`src/sv/tga_pkg.sv`:
```
// ----------------------------------------------------------------------------
// tga_pkg
// shared codes, types and pixel unpack function of the targa run-length
// pixel decoder
// ----------------------------------------------------------------------------
package tga_pkg;

    localparam int DATA_W     = 8;
    localparam int CFG_IDX_W  = 2;
    localparam int CFG_DATA_W = 32;
    localparam int COUNT_W    = 32;
    localparam int FMT_W      = 3;
    localparam int KIND_W     = 2;
    localparam int RUN_W      = 8;
    localparam int BIDX_W     = 2;
    localparam int PIX_W      = 32;

    // configuration register indexes
    localparam logic [CFG_IDX_W-1:0] REG_COMPRESSED    = 2'd0;
    localparam logic [CFG_IDX_W-1:0] REG_PIXEL_FORMAT  = 2'd1;
    localparam logic [CFG_IDX_W-1:0] REG_ALPHA_PRESENT = 2'd2;
    localparam logic [CFG_IDX_W-1:0] REG_IMAGE_PIXELS  = 2'd3;

    // pixel formats
    localparam logic [FMT_W-1:0] FMT_GRAY8  = 3'd0;
    localparam logic [FMT_W-1:0] FMT_GRAY16 = 3'd1;
    localparam logic [FMT_W-1:0] FMT_RGB15  = 3'd2;
    localparam logic [FMT_W-1:0] FMT_RGB16  = 3'd3;
    localparam logic [FMT_W-1:0] FMT_RGB24  = 3'd4;
    localparam logic [FMT_W-1:0] FMT_RGB32  = 3'd5;

    // packet state
    localparam logic [KIND_W-1:0] KIND_HEADER = 2'd0;
    localparam logic [KIND_W-1:0] KIND_REPEAT = 2'd1;
    localparam logic [KIND_W-1:0] KIND_RAW    = 2'd2;

    localparam logic [DATA_W-1:0] HEADER_BIAS = 8'd127;

    typedef struct packed {
        logic [7:0] red;
        logic [7:0] green;
        logic [7:0] blue;
        logic [7:0] alpha;
    } rgba_t;

    typedef struct packed {
        rgba_t            pixel;
        logic [RUN_W-1:0] run_length;
        logic             last_pixel;
        logic             data_error;
    } result_t;

    function automatic logic [2:0] bytes_per_pixel(input logic [FMT_W-1:0] fmt);
        logic [2:0] n;
        unique case (fmt)
            FMT_GRAY8:                       n = 3'd1;
            FMT_GRAY16, FMT_RGB15, FMT_RGB16: n = 3'd2;
            FMT_RGB24:                       n = 3'd3;
            default:                         n = 3'd4;
        endcase
        return n;
    endfunction

    function automatic logic [7:0] widen5(input logic [4:0] v);
        return {v, v[4:2]};
    endfunction

    function automatic rgba_t unpack(input logic [FMT_W-1:0] fmt,
                                     input logic             alpha_on,
                                     input logic [PIX_W-1:0] px);
        rgba_t      o;
        logic [7:0] b0;
        logic [7:0] b1;
        logic [7:0] b2;
        logic [7:0] b3;
        b0 = px[7:0];
        b1 = px[15:8];
        b2 = px[23:16];
        b3 = px[31:24];
        unique case (fmt)
            FMT_GRAY8:
            begin
                o = '{red: b0, green: b0, blue: b0, alpha: 8'hff};
            end
            FMT_GRAY16:
            begin
                o = '{red: b0, green: b0, blue: b0, alpha: alpha_on ? b1 : 8'hff};
            end
            FMT_RGB15, FMT_RGB16:
            begin
                o.blue  = widen5(b0[4:0]);
                o.green = widen5({b1[1:0], b0[7:5]});
                o.red   = widen5(b1[6:2]);
                o.alpha = 8'hff;
                if (fmt == FMT_RGB16 && alpha_on)
                begin
                    o.alpha = b1[7] ? 8'hff : 8'h00;
                end
            end
            FMT_RGB24:
            begin
                o = '{red: b2, green: b1, blue: b0, alpha: 8'hff};
            end
            default:
            begin
                o = '{red: b2, green: b1, blue: b0, alpha: alpha_on ? b3 : 8'hff};
            end
        endcase
        return o;
    endfunction

endpackage

```
`src/sv/tga_in_if.sv`:
```
// ----------------------------------------------------------------------------
// tga_in_if
// byte stream channel into the decoder
// ----------------------------------------------------------------------------
interface tga_in_if;
    logic                       valid;
    logic                       ready;
    logic [tga_pkg::DATA_W-1:0] data_byte;
    logic                       end_of_data;

    modport source (output valid, output data_byte, output end_of_data, input ready);
    modport sink   (input valid, input data_byte, input end_of_data, output ready);
endinterface

```
`src/sv/tga_out_if.sv`:
```
// ----------------------------------------------------------------------------
// tga_out_if
// decoded pixel channel out of the decoder
// ----------------------------------------------------------------------------
interface tga_out_if;
    logic                      valid;
    logic                      ready;
    logic [7:0]                red;
    logic [7:0]                green;
    logic [7:0]                blue;
    logic [7:0]                alpha;
    logic [tga_pkg::RUN_W-1:0] run_length;
    logic                      last_pixel;
    logic                      data_error;

    modport source (output valid, output red, output green, output blue, output alpha,
                    output run_length, output last_pixel, output data_error, input ready);
    modport sink   (input valid, input red, input green, input blue, input alpha,
                    input run_length, input last_pixel, input data_error, output ready);
endinterface

```
`src/sv/tga_cfg_if.sv`:
```
// ----------------------------------------------------------------------------
// tga_cfg_if
// configuration register write channel
// ----------------------------------------------------------------------------
interface tga_cfg_if;
    logic                           valid;
    logic                           ready;
    logic [tga_pkg::CFG_IDX_W-1:0]  index;
    logic [tga_pkg::CFG_DATA_W-1:0] data;

    modport source (output valid, output index, output data, input ready);
    modport sink   (input valid, input index, input data, output ready);
endinterface

```
`src/sv/tga_rle_pixel_decoder_core.sv`:
```
// ----------------------------------------------------------------------------
// tga_rle_pixel_decoder_core
// targa run-length pixel decoder: bytes in, rgba8 pixels with run counts out
// ----------------------------------------------------------------------------
// Takes one data byte per cycle with no bubbles, as long as the result side
// keeps taking transfers. Each byte sits in an input register, is decoded by
// one pass of logic (packet header parse, byte gather, pixel unpack, pixel
// count update) and any result is registered in the result register, which
// holds it until the result side takes the transfer.
// A stalled result register holds the input side once the input register is
// also full. Configuration writes are always taken and must only be made
// while the decoder is idle.
module tga_rle_pixel_decoder_core
(
    input  logic      clk,
    input  logic      rst_n,
    tga_in_if.sink    data_in,
    tga_out_if.source pixel_out,
    tga_cfg_if.sink   cfg
);

    // configuration
    logic                              compressed_reg;
    logic [tga_pkg::FMT_W-1:0]         pixel_format_reg;
    logic                              alpha_present_reg;
    logic [tga_pkg::COUNT_W-1:0]       image_pixels_reg;

    // input register
    logic                              in_valid_reg;
    logic [tga_pkg::DATA_W-1:0]        in_byte_reg;
    logic                              in_end_reg;

    // decode state
    logic [tga_pkg::KIND_W-1:0]        kind_reg;
    logic [tga_pkg::KIND_W-1:0]        kind_next;
    logic [tga_pkg::RUN_W-1:0]         left_reg;
    logic [tga_pkg::RUN_W-1:0]         left_next;
    logic [tga_pkg::BIDX_W-1:0]        bidx_reg;
    logic [tga_pkg::BIDX_W-1:0]        bidx_next;
    logic [tga_pkg::PIX_W-1:0]         bytes_reg;
    logic [tga_pkg::PIX_W-1:0]         bytes_next;
    logic [tga_pkg::COUNT_W-1:0]       done_reg;
    logic [tga_pkg::COUNT_W-1:0]       done_next;

    // result register
    logic                              out_valid_reg;
    tga_pkg::result_t                  out_reg;
    tga_pkg::result_t                  out_next;
    logic                              emit;

    logic                              advance;
    logic                              proc;
    logic                              active;
    logic                              repeat_pkt;
    logic                              last_rep;
    logic                              complete;
    logic [2:0]                        count;
    logic [tga_pkg::PIX_W-1:0]         gathered;
    logic [tga_pkg::COUNT_W-1:0]       remaining;
    logic [tga_pkg::COUNT_W-1:0]       done_plus_one;
    logic [tga_pkg::COUNT_W-1:0]       done_plus_left;

    assign advance       = !out_valid_reg || pixel_out.ready;
    assign proc          = in_valid_reg && advance;
    assign data_in.ready = !in_valid_reg || advance;
    assign cfg.ready     = 1'b1;

    always_ff @(posedge clk or negedge rst_n)
    begin
        if (!rst_n)
        begin
            compressed_reg    <= 1'b1;
            pixel_format_reg  <= tga_pkg::FMT_RGB24;
            alpha_present_reg <= 1'b0;
            image_pixels_reg  <= '0;
        end
        else if (cfg.valid)
        begin
            unique case (cfg.index)
                tga_pkg::REG_COMPRESSED:    compressed_reg    <= cfg.data[0];
                tga_pkg::REG_PIXEL_FORMAT:  pixel_format_reg  <= cfg.data[tga_pkg::FMT_W-1:0];
                tga_pkg::REG_ALPHA_PRESENT: alpha_present_reg <= cfg.data[0];
                tga_pkg::REG_IMAGE_PIXELS:  image_pixels_reg  <= cfg.data;
                default: ;
            endcase
        end
    end

    // input register
    always_ff @(posedge clk or negedge rst_n)
    begin
        if (!rst_n)
        begin
            in_valid_reg <= 1'b0;
        end
        else if (data_in.valid && data_in.ready)
        begin
            in_valid_reg <= 1'b1;
        end
        else if (advance)
        begin
            in_valid_reg <= 1'b0;
        end
    end

    always_ff @(posedge clk)
    begin
        if (data_in.valid && data_in.ready)
        begin
            in_byte_reg <= data_in.data_byte;
            in_end_reg  <= data_in.end_of_data;
        end
    end

    // decode
    assign active         = done_reg < image_pixels_reg;
    assign remaining      = image_pixels_reg - done_reg;
    assign done_plus_one  = done_reg + 32'd1;
    assign done_plus_left = done_reg + {24'd0, left_reg};
    assign repeat_pkt     = compressed_reg && kind_reg == tga_pkg::KIND_REPEAT;
    assign last_rep       = remaining <= {24'd0, left_reg};
    assign count          = {1'b0, bidx_reg} + 3'd1;
    assign complete       = count >= tga_pkg::bytes_per_pixel(pixel_format_reg);
    assign gathered       = bytes_reg | ({24'd0, in_byte_reg} << {bidx_reg, 3'b000});

    always_comb
    begin
        kind_next  = kind_reg;
        left_next  = left_reg;
        bidx_next  = bidx_reg;
        bytes_next = bytes_reg;
        done_next  = done_reg;
        emit       = 1'b0;
        out_next   = '0;
        if (active)
        begin
            if (compressed_reg && kind_reg == tga_pkg::KIND_HEADER)
            begin
                if (in_byte_reg[7])
                begin
                    kind_next = tga_pkg::KIND_REPEAT;
                    left_next = in_byte_reg - tga_pkg::HEADER_BIAS;
                end
                else
                begin
                    kind_next = tga_pkg::KIND_RAW;
                    left_next = in_byte_reg + 8'd1;
                end
                bidx_next  = '0;
                bytes_next = '0;
            end
            else if (complete)
            begin
                emit           = 1'b1;
                out_next.pixel = tga_pkg::unpack(pixel_format_reg, alpha_present_reg,
                                                 gathered);
                if (repeat_pkt)
                begin
                    kind_next = tga_pkg::KIND_HEADER;
                    left_next = '0;
                    if (last_rep)
                    begin
                        out_next.run_length = remaining[tga_pkg::RUN_W-1:0];
                        out_next.last_pixel = 1'b1;
                        done_next           = image_pixels_reg;
                    end
                    else
                    begin
                        out_next.run_length = left_reg;
                        done_next           = done_plus_left;
                    end
                end
                else
                begin
                    if (compressed_reg)
                    begin
                        if (left_reg > 8'd1)
                        begin
                            left_next = left_reg - 8'd1;
                        end
                        else
                        begin
                            left_next = '0;
                            kind_next = tga_pkg::KIND_HEADER;
                        end
                    end
                    out_next.run_length = 8'd1;
                    out_next.last_pixel = remaining == 32'd1;
                    done_next           = done_plus_one;
                end
                bidx_next  = '0;
                bytes_next = '0;
            end
            else
            begin
                bidx_next  = count[tga_pkg::BIDX_W-1:0];
                bytes_next = gathered;
            end
        end
        if (in_end_reg)
        begin
            if (active && !(emit && out_next.last_pixel))
            begin
                emit                = 1'b1;
                out_next            = '0;
                out_next.data_error = 1'b1;
            end
            kind_next  = tga_pkg::KIND_HEADER;
            left_next  = '0;
            bidx_next  = '0;
            bytes_next = '0;
            done_next  = '0;
        end
    end

    always_ff @(posedge clk or negedge rst_n)
    begin
        if (!rst_n)
        begin
            kind_reg  <= tga_pkg::KIND_HEADER;
            left_reg  <= '0;
            bidx_reg  <= '0;
            bytes_reg <= '0;
            done_reg  <= '0;
        end
        else if (proc)
        begin
            kind_reg  <= kind_next;
            left_reg  <= left_next;
            bidx_reg  <= bidx_next;
            bytes_reg <= bytes_next;
            done_reg  <= done_next;
        end
    end

    // result register
    always_ff @(posedge clk or negedge rst_n)
    begin
        if (!rst_n)
        begin
            out_valid_reg <= 1'b0;
        end
        else if (advance)
        begin
            out_valid_reg <= proc && emit;
        end
    end

    always_ff @(posedge clk)
    begin
        if (proc && emit)
        begin
            out_reg <= out_next;
        end
    end

    assign pixel_out.valid      = out_valid_reg;
    assign pixel_out.red        = out_reg.pixel.red;
    assign pixel_out.green      = out_reg.pixel.green;
    assign pixel_out.blue       = out_reg.pixel.blue;
    assign pixel_out.alpha      = out_reg.pixel.alpha;
    assign pixel_out.run_length = out_reg.run_length;
    assign pixel_out.last_pixel = out_reg.last_pixel;
    assign pixel_out.data_error = out_reg.data_error;

`ifndef SYNTH
    a_error_shape: assert property (@(posedge clk) disable iff (!rst_n)
        out_valid_reg && out_reg.data_error |->
            out_reg.run_length == 8'd0 && !out_reg.last_pixel)
        else $error("error result carries a run or last flag");

    a_run_range: assert property (@(posedge clk) disable iff (!rst_n)
        out_valid_reg && !out_reg.data_error |->
            out_reg.run_length != 8'd0 && out_reg.run_length <= 8'd128)
        else $error("pixel result run length out of range");

    a_header_empty: assert property (@(posedge clk) disable iff (!rst_n)
        kind_reg == tga_pkg::KIND_HEADER |-> left_reg == 8'd0)
        else $error("packet count left over while expecting header");

    a_gather_clear: assert property (@(posedge clk) disable iff (!rst_n)
        bidx_reg == 2'd0 |-> bytes_reg == 32'd0)
        else $error("stale pixel bytes with empty gather");
`endif

endmodule
```
`src/flat_wrapper.sv`:
```
// flat-port wrapper written by rule: the top's interface ports become plain ports
module tga_rle_pixel_decoder_core_flat 
  (clk, rst_n, data_in_valid, data_in_data_byte, data_in_end_of_data, data_in_ready, pixel_out_valid, pixel_out_red, pixel_out_green, pixel_out_blue, pixel_out_alpha, pixel_out_run_length, pixel_out_last_pixel, pixel_out_data_error, pixel_out_ready, cfg_valid, cfg_index, cfg_data, cfg_ready);
  tga_in_if data_in_i ();
  tga_out_if pixel_out_i ();
  tga_cfg_if cfg_i ();
  input  logic clk;
  input  logic rst_n;
  input wire logic [$bits(data_in_i.valid)-1:0] data_in_valid;
  input wire logic [$bits(data_in_i.data_byte)-1:0] data_in_data_byte;
  input wire logic [$bits(data_in_i.end_of_data)-1:0] data_in_end_of_data;
  output wire logic [$bits(data_in_i.ready)-1:0] data_in_ready;
  output wire logic [$bits(pixel_out_i.valid)-1:0] pixel_out_valid;
  output wire logic [$bits(pixel_out_i.red)-1:0] pixel_out_red;
  output wire logic [$bits(pixel_out_i.green)-1:0] pixel_out_green;
  output wire logic [$bits(pixel_out_i.blue)-1:0] pixel_out_blue;
  output wire logic [$bits(pixel_out_i.alpha)-1:0] pixel_out_alpha;
  output wire logic [$bits(pixel_out_i.run_length)-1:0] pixel_out_run_length;
  output wire logic [$bits(pixel_out_i.last_pixel)-1:0] pixel_out_last_pixel;
  output wire logic [$bits(pixel_out_i.data_error)-1:0] pixel_out_data_error;
  input wire logic [$bits(pixel_out_i.ready)-1:0] pixel_out_ready;
  input wire logic [$bits(cfg_i.valid)-1:0] cfg_valid;
  input wire logic [$bits(cfg_i.index)-1:0] cfg_index;
  input wire logic [$bits(cfg_i.data)-1:0] cfg_data;
  output wire logic [$bits(cfg_i.ready)-1:0] cfg_ready;
  assign data_in_i.valid = data_in_valid;
  assign data_in_i.data_byte = data_in_data_byte;
  assign data_in_i.end_of_data = data_in_end_of_data;
  assign data_in_ready = data_in_i.ready;
  assign pixel_out_valid = pixel_out_i.valid;
  assign pixel_out_red = pixel_out_i.red;
  assign pixel_out_green = pixel_out_i.green;
  assign pixel_out_blue = pixel_out_i.blue;
  assign pixel_out_alpha = pixel_out_i.alpha;
  assign pixel_out_run_length = pixel_out_i.run_length;
  assign pixel_out_last_pixel = pixel_out_i.last_pixel;
  assign pixel_out_data_error = pixel_out_i.data_error;
  assign pixel_out_i.ready = pixel_out_ready;
  assign cfg_i.valid = cfg_valid;
  assign cfg_i.index = cfg_index;
  assign cfg_i.data = cfg_data;
  assign cfg_ready = cfg_i.ready;
  tga_rle_pixel_decoder_core u_core (.clk(clk), .rst_n(rst_n), .data_in(data_in_i), .pixel_out(pixel_out_i), .cfg(cfg_i));
endmodule
```
`config.mk`:
```
export PLATFORM = sky130hd
export DESIGN_NAME = tga_rle_pixel_decoder_core_flat
export DESIGN_NICKNAME = d
export VERILOG_FILES = /design/src/sv/tga_pkg.sv /design/src/sv/tga_in_if.sv /design/src/sv/tga_out_if.sv /design/src/sv/tga_cfg_if.sv /design/src/sv/tga_rle_pixel_decoder_core.sv /design/src/flat_wrapper.sv
export SDC_FILE = /design/constraint.sdc
export NUM_CORES = 1
export LEC_CHECK = 0
export BUFFER_PORTS_ARGS = -buffer_cell sky130_fd_sc_hd__buf_2
export CORE_ASPECT_RATIO = 0.5
export CORE_MARGIN = 5
export CORE_UTILIZATION = 45
export CTS_BUF_LIST = sky130_fd_sc_hd__clkbuf_8 sky130_fd_sc_hd__clkbuf_16
export CTS_CLUSTER_DIAMETER = 40
export CTS_CLUSTER_SIZE = 40
export DETAILED_ROUTE_END_ITERATION = 16
export GPL_ROUTABILITY_DRIVEN = 0
export PLACE_DENSITY = 0.61
export SLEW_MARGIN = 20
export SYNTH_ARGS = -nofsm -noshare
export SYNTH_HDL_FRONTEND = slang
export SYNTH_SLANG_ARGS = --single-unit
```
`constraint.sdc`:
```
create_clock -name clk -period 12.15 [get_ports clk]
set_input_delay 2.43 -clock clk [delete_from_list [all_inputs] [get_ports clk]]
set_output_delay 2.43 -clock clk [all_outputs]
set_load 0.02 [all_outputs]
```
==> run metrics, run 1 <==
outcome=complete, no violations; synthesized-area fraction occupied by adder cells=0.0636; required time at the worst-slack endpoint=9.72 ns; family with the most delay on the worst path=buffers and inverters; die outline width=~240 µm; # DRC=0; Critical Path End=data_in_ready; least setup slack across all paths after layout=~7 ns; logic depth of the worst setup path including buffers=3; number of iterations in the first detailed-routing pass=5; CP startpoint kind=input port; number of buffers inserted for hold repair after clock tree synthesis=0; Clock Pin Slew Worst Setup and Hold Paths=roughly 0.06 ns; dominant cell type by count on the critical path=sky130_fd_sc_hd__buf_2; area fraction in and, or, nand and nor cells after synthesis=0.177; post-route setup TNS=0 ns; DPL Wire Length=24.6 mm; worst slack at placement=6.84 ns; async set or reset register ratio after synthesis=0.693; synthesized flop and latch total=166; LEAKAGE=0.00513 µW; final period demand of the worst path=roughly 5.3 ns; Clock H-tree levels=4; combinational family with the most area after synthesis=compound AO/OA/AOI/OAI gates; first-pass GRT wire length=54.1 mm; proportion of synthesized area in mux cells=0.0746; number of clock sinks=166; critical setup path kind=in -> out; number of antenna violations at the first check in global routing=0; Fmax achieved=0.189 GHz; count of endpoints failing hold in the final timing report=0; Antenna Cells=0; total CTS buffers=17; Final Cycle Share=0.437; number of cell instances on the worst register-to-register path=13; Final setup viols=0; Die Area=~29000 µm²; I/O Pins=93; EDFF count, synth=51; synthesized cell area=11600 µm²; Register-to-Register Setup Slack=about 7 ns; number of buffers inserted by post-CTS setup repair=0; post-synthesis to final-layout area growth=10.4%; launch instance of the worst min-delay path=u_core.bytes_reg[4]; via count=10480; RSZ-0062 raised after global routing=false; clock root cell=sky130_fd_sc_hd__clkbuf_16; maximum root-to-sink buffer count=2; Reg-to-Reg End=u_core.done_reg[12]; WL final=34.0 mm; effective utilization at floorplan=0.460; Yosys cell types=78; worst vdd ir=0.122 mV; origin of the critical flop-to-flop path=u_core.done_reg[21]; largest net degree at the start of global routing=69; number of placement rows=41; crit path capture type=primary output; mean post-synth cell area=8.83 µm²; CP bufs+invs=2; data arrival time at the worst-slack endpoint=2.87 ns; CTS tree=done; count of buffers from port buffering=91; overflow left after global routing=0; number of cells upsized or downsized after cts=0; class of the tightest hold or removal check=reg -> reg; warning count from the yosys run=0; antenna violation net count after detailed routing=0; Worst Max-Slew Pin Slew=0.964 ns; final clock skew=0.00735 ns; Worst path slowest cell=sky130_fd_sc_hd__buf_2; vias per cell=between 6 and 7; Max Cap Violations=0; net count of the finished layout=1467; insertion delay of the later-clocked pin in the worst-skew pair=0.45 ns; average detailed-routed wire length per instance=19.8 µm; main flop type after synthesis=sky130_fd_sc_hd__dfrtp_1; power density normalized to cell area=188 nW/µm²; slew margin rel.=0.357; Synthesized Nets=1425; pins over their slew limit=0; Worst path max stage delay=0.18 ns; CORE AREA=approximately 25000 µm²; fraction of synthesized cell area in xor and xnor cells=0.0323; Crit Path Max Fanout=3; Die H=124 µm; fraction of the yosys area taken by sequential cells=0.379; post-route core utilization=0.508; count of routing violations after the opening detailed-route iteration=1070; Syn Inst Count=1319; Synth Area in Compound Gates=0.221; via count of the first global-routing pass=10162; series of cell instances along the critical path=buf_2, nand3b_1, buf_2; Worst Setup SP=pixel_out_ready; ratio of cells with drive above 1 in the final layout=0.142; GRT Util Overall=0.231
==> synthesized netlist by cell type (16+ instances only) <==
cell / count / share of area
sky130_fd_sc_hd__a21oi_1: 130 / 0.056
sky130_fd_sc_hd__nor2_1: 114 / 0.037
sky130_fd_sc_hd__dfrtp_1: 113 / 0.24
sky130_fd_sc_hd__nand2_1: 112 / 0.036
sky130_fd_sc_hd__inv_1: 68 / 0.022
sky130_fd_sc_hd__o21ai_0: 62 / 0.027
sky130_fd_sc_hd__ha_1: 56 / 0.060
sky130_fd_sc_hd__clkbuf_1: 51 / 0.016
sky130_fd_sc_hd__edfxtp_1: 51 / 0.13
sky130_fd_sc_hd__mux2i_1: 44 / 0.038
sky130_fd_sc_hd__mux2_2: 38 / 0.037
sky130_fd_sc_hd__nor3_1: 33 / 0.014
sky130_fd_sc_hd__a21o_1: 32 / 0.021
sky130_fd_sc_hd__xnor2_1: 30 / 0.023
sky130_fd_sc_hd__nand3_1: 25 / 0.011
sky130_fd_sc_hd__nand4_1: 25 / 0.013
sky130_fd_sc_hd__a211oi_1: 24 / 0.015
sky130_fd_sc_hd__o31ai_1: 23 / 0.015
sky130_fd_sc_hd__and3_1: 19 / 0.010
sky130_fd_sc_hd__nand2b_1: 18 / 0.0097
sky130_fd_sc_hd__nor4_1: 18 / 0.0097
sky130_fd_sc_hd__nor2b_1: 16 / 0.0086
sky130_fd_sc_hd__o21ai_1: 16 / 0.0069
==> worst register-to-register path, stage by stage (launching register included) <==
cell and delay [ns]:
sky130_fd_sc_hd__dfrtp_1 0.54, sky130_fd_sc_hd__inv_1 0.14, sky130_fd_sc_hd__ha_1 0.55, sky130_fd_sc_hd__nand4_1 0.24, sky130_fd_sc_hd__nor3_1 0.39, sky130_fd_sc_hd__o211ai_1 0.25, sky130_fd_sc_hd__a31oi_1 0.29, sky130_fd_sc_hd__o21ai_0 0.19
sky130_fd_sc_hd__mux2i_1 0.21, sky130_fd_sc_hd__a22oi_1 0.27, sky130_fd_sc_hd__nand2b_1 0.38, sky130_fd_sc_hd__nor2_8 0.78, sky130_fd_sc_hd__mux2_2 0.45, sky130_fd_sc_hd__a221o_1 0.31
==> worst min path at each step <==
stage | end | slack (ns) | cells past startpoint
detailed placement | u_core.bytes_reg[14] | 0.47 | 2
floorplan | u_core.bytes_reg[10] | 0.45 | 2
global placement | u_core.bytes_reg[4] | 0.46 | 2
global route | u_core.bytes_reg[14] | 0.50 | 2
CTS | u_core.bytes_reg[14] | 0.48 | 2
finish | u_core.bytes_reg[4] | 0.48 | 2
==> where the power goes <==
| part | internal, µW | total, µW | switching, µW |
|---|---|---|---|
| Sequential | 689 | 808 | 119 |
| Clock | 304 | 553 | 249 |
| Combinational | 383 | 1060 | 679 |
==> cells in the final DEF (no fill, tap or decap), drive strengths merged, types with 13 or more instances in the layout <==
| master | instances |
|---|---|
| nor3 | 34 |
| edfxtp | 51 |
| o31ai | 23 |
| xnor2 | 30 |
| mux2i | 44 |
| xor2 | 13 |
| ha | 56 |
| a21oi | 135 |
| a211oi | 25 |
| o21a | 15 |
| o221ai | 13 |
| nand4 | 26 |
| clkbuf | 17 |
| buf | 100 |
| dfrtp | 113 |
| nor2b | 16 |
| and3 | 19 |
| mux2 | 38 |
| o21ai | 78 |
| nand2 | 112 |
| nor2 | 115 |
| a21o | 32 |
| nor4 | 19 |
| inv | 75 |
| nand3 | 25 |
| nand2b | 18 |
==> stage by stage <==
step | instances | hold slack, ns | instance area, µm² | total power, µW
2_1_floorplan | 1319 | 0.449 | 11600 | 1560
3_3_place_gp | 1686 | 0.460 | 12300 | 1830
3_5_place_dp | 1686 | 0.466 | 12300 | 1860
4_1_cts | 1718 | 0.482 | 12800 | 2420
5_1_grt | 1718 | 0.499 | 12900 | 2580
6_report | 1718 | 0.480 | 12900 | 2420
==> cell type report <==
cell class	instances	area (µm²)
Clock inverter	15	154
Inverter	69	259
Tap cell	344	430
Timing Repair Buffer	100	526
Multi-Input combinational cell	1007	6660
Clock buffer	17	425
Fill cell	2403	12500
Sequential cell	166	4410
==> logic make-up after synthesis <==
family	after synthesis
AOI/OAI and AO/OA	404
DFF	166
adders and majority gates	58
other	1
and+or+nand+nor	419
xor gates and xnor gates	43
buffers and inverters	146
muxes	82
==> per-layer routing <==
layer	wire, µm	GRT usage	vias up	part of all wire
met5	0	0	-	0
met4	1010	0.0854	0	0.030
met3	1700	0.0396	76	0.050
met2	16100	0.394	334	0.47
met1	15300	0.300	5153	0.45
li1	-	-	4917	-
Power figures use the tool's default switching activity.
==> run 2: changes to the inputs <==
==> constraint.sdc (replaced) <==
create_clock -name clk -period 5.12 [get_ports clk]
set_input_delay 1.024 -clock clk [delete_from_list [all_inputs] [get_ports clk]]
set_output_delay 1.024 -clock clk [all_outputs]
set_load 0.02 [all_outputs]
==> run metrics, run 2 (same netlist as run 1, synthesis figures left out) <==
Clock H-tree levels=4; GRT Util Overall=0.237; slew margin rel.=0.371; maximum root-to-sink buffer count=2; fraction of met2 tracks used by global routing=0.410; required time at the worst-slack endpoint=5.46 ns; Max Cap Violations=0; ratio of cells with drive above 1 in the final layout=0.149; die outline width=~240 µm; DPL Wire Length=25.3 mm; Worst Max-Slew Pin Slew=0.943 ns; Clock Pin Slew Worst Setup and Hold Paths=~0.070 ns; number of cells upsized or downsized after cts=0; series of cell instances along the critical path=inv_1, ha_1, nand2_1, o21a_2, mux2i_1, nor4_1, nand4b_1, or4_4, nor4_4, nand4_4, nor2_8, mux2_2, a221o_1; overflow left after global routing=0; RSZ-0062 raised after global routing=false; vias per cell=a little over 6; area used by sequential logic in the layout=4410 µm²; Layout Cell Area excl Fill=approximately 13000 µm²; met1 global-route usage=0.304; pins over their slew limit=0; final clock skew=between 0.009 and 0.01 ns; insertion delay of the later-clocked pin in the worst-skew pair=0.46 ns; routing layer with the top usage in global route=met2; first-pass GRT wire length=between 50 and 60 mm; crit path capture type=flip-flop; largest net degree at the start of global routing=45; family with the most delay on the worst path=simple AND/OR/NAND/NOR gates; effective utilization at floorplan=0.460; most frequent standard cell in the layout excluding fill and tap cells=sky130_fd_sc_hd__a21oi_1; Die H=124 µm; CP startpoint kind=flip-flop; # DRC=0; data arrival time at the worst-slack endpoint=5.05 ns; I/O Pins=93; area of the multi-input gates=6650 µm²; number of clock sinks=166; count of routing violations after the opening detailed-route iteration=983; clock root cell=sky130_fd_sc_hd__clkbuf_16; number of iterations in the first detailed-routing pass=6; total CTS buffers=17; power density normalized to cell area=441 nW/µm²; standard cell area after detailed placement=about 12000 µm²; number of buffers inserted by post-CTS setup repair=0; antenna violation net count after detailed routing=0; LEAKAGE=0.00517 µW; Worst Hold Slack=roughly 0.48 ns; number of antenna violations at the first check in global routing=0; final period demand of the worst path=between 4 and 5 ns; via count of the first global-routing pass=around 10000; count of endpoints failing hold in the final timing report=0; Die Area=29400 µm²; critical setup path kind=reg -> reg; commonest cells after routing, fill and taps aside=sky130_fd_sc_hd__a21oi_1, sky130_fd_sc_hd__nor2_1, sky130_fd_sc_hd__dfrtp_1; average detailed-routed wire length per instance=approximately 20 µm; class of the tightest hold or removal check=reg -> reg; Crit Path Max Fanout=25; CP bufs+invs=1; net count of the finished layout=between 1000 and 1500; post-synthesis to final-layout area growth=10.9%; post-route setup TNS=0 ns; Worst path max stage delay=~0.57 ns; CORE AREA=around 25000 µm²; Final Cycle Share=0.919; Worst path slowest cell=sky130_fd_sc_hd__or4_4; via count=10488; worst vdd ir=0.273 mV; met3 capacity usage during global routing=0.0485; Fmax achieved=0.212 GHz; CTS tree=done; Final setup viols=0; number of buffers inserted for hold repair after clock tree synthesis=0; number of placement rows=41; count of buffers from port buffering=91; Antenna Cells=0; outcome=complete, no violations; number of inserted filler cells in the final layout=2373; WL final=34.9 mm
## run 2: cell count changes in the layout (fill, tap and decap cells not counted), sizes merged
cell	before	now
clkinvlp	2	4
inv	75	74
clkinv	5	6
buf	100	113
bufinv	2	0
## run 2: power breakdown
group / switching [µW] / internal [µW] / total, µW
Combinational: 1650 / 930 / 2580
Sequential: 261 / 1630 / 1890
Clock: 598 / 622 / 1220
Total: 2510 / 3190 / 5700
## run 2: layer usage
metal	wire (µm)	vias up
met5	0	-
met4	791	0
met3	2070	68
met2	16700	362
met1	15300	5099
li1	-	4959
## run 2: cell type report
class / instances / area share
clock buffers: 17 / 0.0330
clock inverters: 15 / 0.00833
inverters: 69 / 0.0201
multi-input cells: 1007 / 0.515
flip-flops and latches: 166 / 0.342
well taps: 344 / 0.0333
repair buffers: 113 / 0.0483
## run 2: through the flow
stage                     worst slack (ns)   util  power [µW]  cells
final                                0.413  0.509        5700   1731
after global routing                 0.188  0.509        6080   1731
after CTS                            0.478  0.509        5680   1731
after detailed placement             0.486  0.488        4440   1699
after global placement               0.668  0.488        4380   1699
after floorplan                      0.712      -        3700   1319
## run 2: worst reg2reg max path: stages, from the launching register on
cell,delay (ns)
sky130_fd_sc_hd__dfrtp_1,0.50
sky130_fd_sc_hd__inv_1,0.14
sky130_fd_sc_hd__ha_1,0.52
sky130_fd_sc_hd__nand2_1,0.13
sky130_fd_sc_hd__o21a_2,0.25
sky130_fd_sc_hd__mux2i_1,0.12
sky130_fd_sc_hd__nor4_1,0.30
sky130_fd_sc_hd__nand4b_1,0.22
sky130_fd_sc_hd__or4_4,0.58
sky130_fd_sc_hd__nor4_4,0.35
sky130_fd_sc_hd__nand4_4,0.24
sky130_fd_sc_hd__nor2_8,0.51
sky130_fd_sc_hd__mux2_2,0.42
sky130_fd_sc_hd__a221o_1,0.32
## run 2: worst paths after layout
kind	start	endpoint	slack, ns	cells after the start
worst max register to register	u_core.done_reg[21]	u_core.done_reg[12]	0.41	13
worst min-delay path	u_core.bytes_reg[19]	u_core.bytes_reg[19]	0.48	2
max in group asynchronous	rst_n	u_core.bytes_reg[18]	3.58	2
worst max-delay path	u_core.done_reg[21]	u_core.done_reg[12]	0.41	13
worst min register to register	u_core.bytes_reg[19]	u_core.bytes_reg[19]	0.48	2
min in group asynchronous	rst_n	u_core.image_pixels_reg[23]	0.55	1
==> run 3: changes to the inputs <==
--- a/config.mk
+++ b/config.mk
@@ -5,7 +5,7 @@
 export SDC_FILE = /design/constraint.sdc
 export NUM_CORES = 1
 export LEC_CHECK = 0
-export BUFFER_PORTS_ARGS = -buffer_cell sky130_fd_sc_hd__buf_2
+export BUFFER_PORTS_ARGS = -buffer_cell sky130_fd_sc_hd__clkbuf_2
 export CORE_ASPECT_RATIO = 0.5
 export CORE_MARGIN = 5
 export CORE_UTILIZATION = 45
@@ -14,7 +14,6 @@
 export CTS_CLUSTER_SIZE = 40
 export DETAILED_ROUTE_END_ITERATION = 16
 export GPL_ROUTABILITY_DRIVEN = 0
-export PLACE_DENSITY = 0.61
 export SLEW_MARGIN = 20
 export SYNTH_ARGS = -nofsm -noshare
 export SYNTH_HDL_FRONTEND = slang
==> run metrics, run 3 (same netlist as run 1, synthesis figures left out) <==
series of cell instances along the critical path=ha_1, fa_1, nand2b_1, a21oi_1, o211ai_1, nand3_1, a21boi_1, mux2i_1, a2111oi_0, nand4_4, nor2_8, buf_4, mux2i_1, a211o_1; via count of the first global-routing pass=10386; ratio of cells with drive above 1 in the final layout=0.152; number of buffers inserted for hold repair after clock tree synthesis=0; Reg-to-Reg End=u_core.done_reg[24]; outcome=complete, no violations; CORE AREA=25300 µm²; slew margin rel.=0.291; RSZ-0062 raised after global routing=false; crit path capture type=flip-flop; WL final=34.5 mm; Clock H-tree levels=4; DPL Wire Length=25.7 mm; antenna violation net count after detailed routing=0; Worst path slowest cell=sky130_fd_sc_hd__a2111oi_0; commonest cells after routing, fill and taps aside=sky130_fd_sc_hd__a21oi_1, sky130_fd_sc_hd__nor2_1, sky130_fd_sc_hd__dfrtp_1; number of cells upsized or downsized after cts=0; worst vdd ir=just under 0.3 mV; I/O Pins=between 90 and 100; Final Cycle Share=0.897; count of buffers from port buffering=between 90 and 100; Max Cap Violations=0; number of antenna violations at the first check in global routing=0; area used by sequential logic in the layout=4410 µm²; Antenna Cells=0; number of cell instances on the worst register-to-register path=14; GRT Util Overall=0.239; # DRC=0; final clock skew=0.0120 ns; largest net degree at the start of global routing=just over 50; terminating pin of the worst hold path=u_core.bytes_reg[11]; number of clock sinks=166; Worst Max-Slew Pin Slew=~1.1 ns; CTS tree=done; vias per cell=6.01; Die H=about 120 µm; required time at the worst-slack endpoint=5.45 ns; clock root cell=sky130_fd_sc_hd__clkbuf_16; Crit Path Max Fanout=15; Worst Hold Slack=0.479 ns; number of buffers inserted by post-CTS setup repair=0; count of routing violations after the opening detailed-route iteration=1136; Worst path max stage delay=0.83 ns; effective utilization at floorplan=0.460; standard cell area after detailed placement=~12000 µm²; maximum root-to-sink buffer count=2; number of placement rows=41; Clock Pin Slew Worst Setup and Hold Paths=0.07 ns; net count of the finished layout=between 1000 and 1500; number of iterations in the first detailed-routing pass=7; dominant cell type by count on the critical path=sky130_fd_sc_hd__mux2i_1; insertion delay of the later-clocked pin in the worst-skew pair=0.45 ns; total CTS buffers=17; die outline width=between 200 and 250 µm; first-pass GRT wire length=around 56 mm; Register-to-Register Setup Slack=0.53 ns; post-route setup TNS=0 ns; average detailed-routed wire length per instance=19.9 µm; overflow left after global routing=0; Fmax achieved=0.218 GHz; LEAKAGE=0.00520 µW; power density normalized to cell area=442 nW/µm²; area of the multi-input gates=between 6000 and 7000 µm²; Layout Cell Area excl Fill=12900 µm²; final period demand of the worst path=4.59 ns; data arrival time at the worst-slack endpoint=4.92 ns; number of inserted filler cells in the final layout=roughly 2500; pins over their slew limit=0; origin of the critical flop-to-flop path=u_core.done_reg[0]; CP startpoint kind=flip-flop; critical setup path kind=reg -> reg; launch instance of the worst min-delay path=u_core.bytes_reg[11]; Die Area=29400 µm²; post-synthesis to final-layout area growth=11.1%; most frequent standard cell in the layout excluding fill and tap cells=sky130_fd_sc_hd__a21oi_1; count of endpoints failing hold in the final timing report=0; Final setup viols=0; cell count of the worst hold path=2; via count=10417; class of the tightest hold or removal check=reg -> reg
[run 3: changes by cell type in the layout (fill, tap and decap cells not counted), moves of 2 or more]
| cell | previous run | this run |
|---|---|---|
| sky130_fd_sc_hd__buf_2 | 90 | 0 |
| sky130_fd_sc_hd__clkbuf_2 | 0 | 90 |
| sky130_fd_sc_hd__inv_6 | 2 | 6 |
| sky130_fd_sc_hd__buf_4 | 23 | 25 |
| sky130_fd_sc_hd__clkinv_1 | 3 | 1 |
| sky130_fd_sc_hd__inv_8 | 2 | 0 |
[run 3: per-stage QoR]
step | util | std cells | total power, µW | setup WS (ns)
4_1_cts | 0.511 | 1733 | 5720 | 0.572
5_1_grt | 0.511 | 1733 | 6120 | 0.312
2_1_floorplan | - | 1319 | 3700 | 0.712
3_3_place_gp | 0.489 | 1701 | 4390 | 0.667
3_5_place_dp | 0.489 | 1701 | 4440 | 0.594
6_report | 0.511 | 1733 | 5720 | 0.530
[run 3: how the worst max path moves through the flow]
| stage | start | to | slack, ns | cells past startpoint |
|---|---|---|---|---|
| 2_1_floorplan | u_core.done_reg[22] | u_core.done_reg[12] | 0.71 | 15 |
| 3_3_place_gp | u_core.image_pixels_reg[0] | u_core.done_reg[12] | 0.67 | 14 |
| 3_5_place_dp | u_core.done_reg[21] | u_core.done_reg[24] | 0.59 | 14 |
| 4_1_cts | u_core.image_pixels_reg[0] | u_core.done_reg[24] | 0.57 | 15 |
| 5_1_grt | u_core.done_reg[1] | u_core.done_reg[19] | 0.31 | 14 |
| 6_report | u_core.done_reg[0] | u_core.done_reg[24] | 0.53 | 14 |
[run 3: area by class of cell]
cell class              instances  area share
multi-input cells            1007       0.514
flip-flops and latches        166       0.341
repair buffers                115      0.0493
clock buffers                  18      0.0339
well taps                     344      0.0333
inverters                      69      0.0200
clock inverters                14     0.00909
[run 3: layer usage]
layer | track usage | share of wire
met3 | 0.0372 | 0.048
met5 | 0 | 0
met4 | 0.0724 | 0.022
met1 | 0.309 | 0.45
met2 | 0.419 | 0.48
[run 3: power by group]
group	internal (µW)	switching [µW]
clock network	645	603
logic	931	1640
registers	1630	266
total	3210	2510
[run 3: worst max-delay path: cells and delay by family, from the launching register on]
family | cells | cell delay, ns
AND/OR/NAND/NOR | 4 | 1.05
AO/OA/AOI/OAI | 5 | 1.75
buffers and inverters | 1 | 0.32
multiplexers | 2 | 0.24
adder cells (fa/ha/maj) | 2 | 0.65
flip-flops | 1 | 0.44
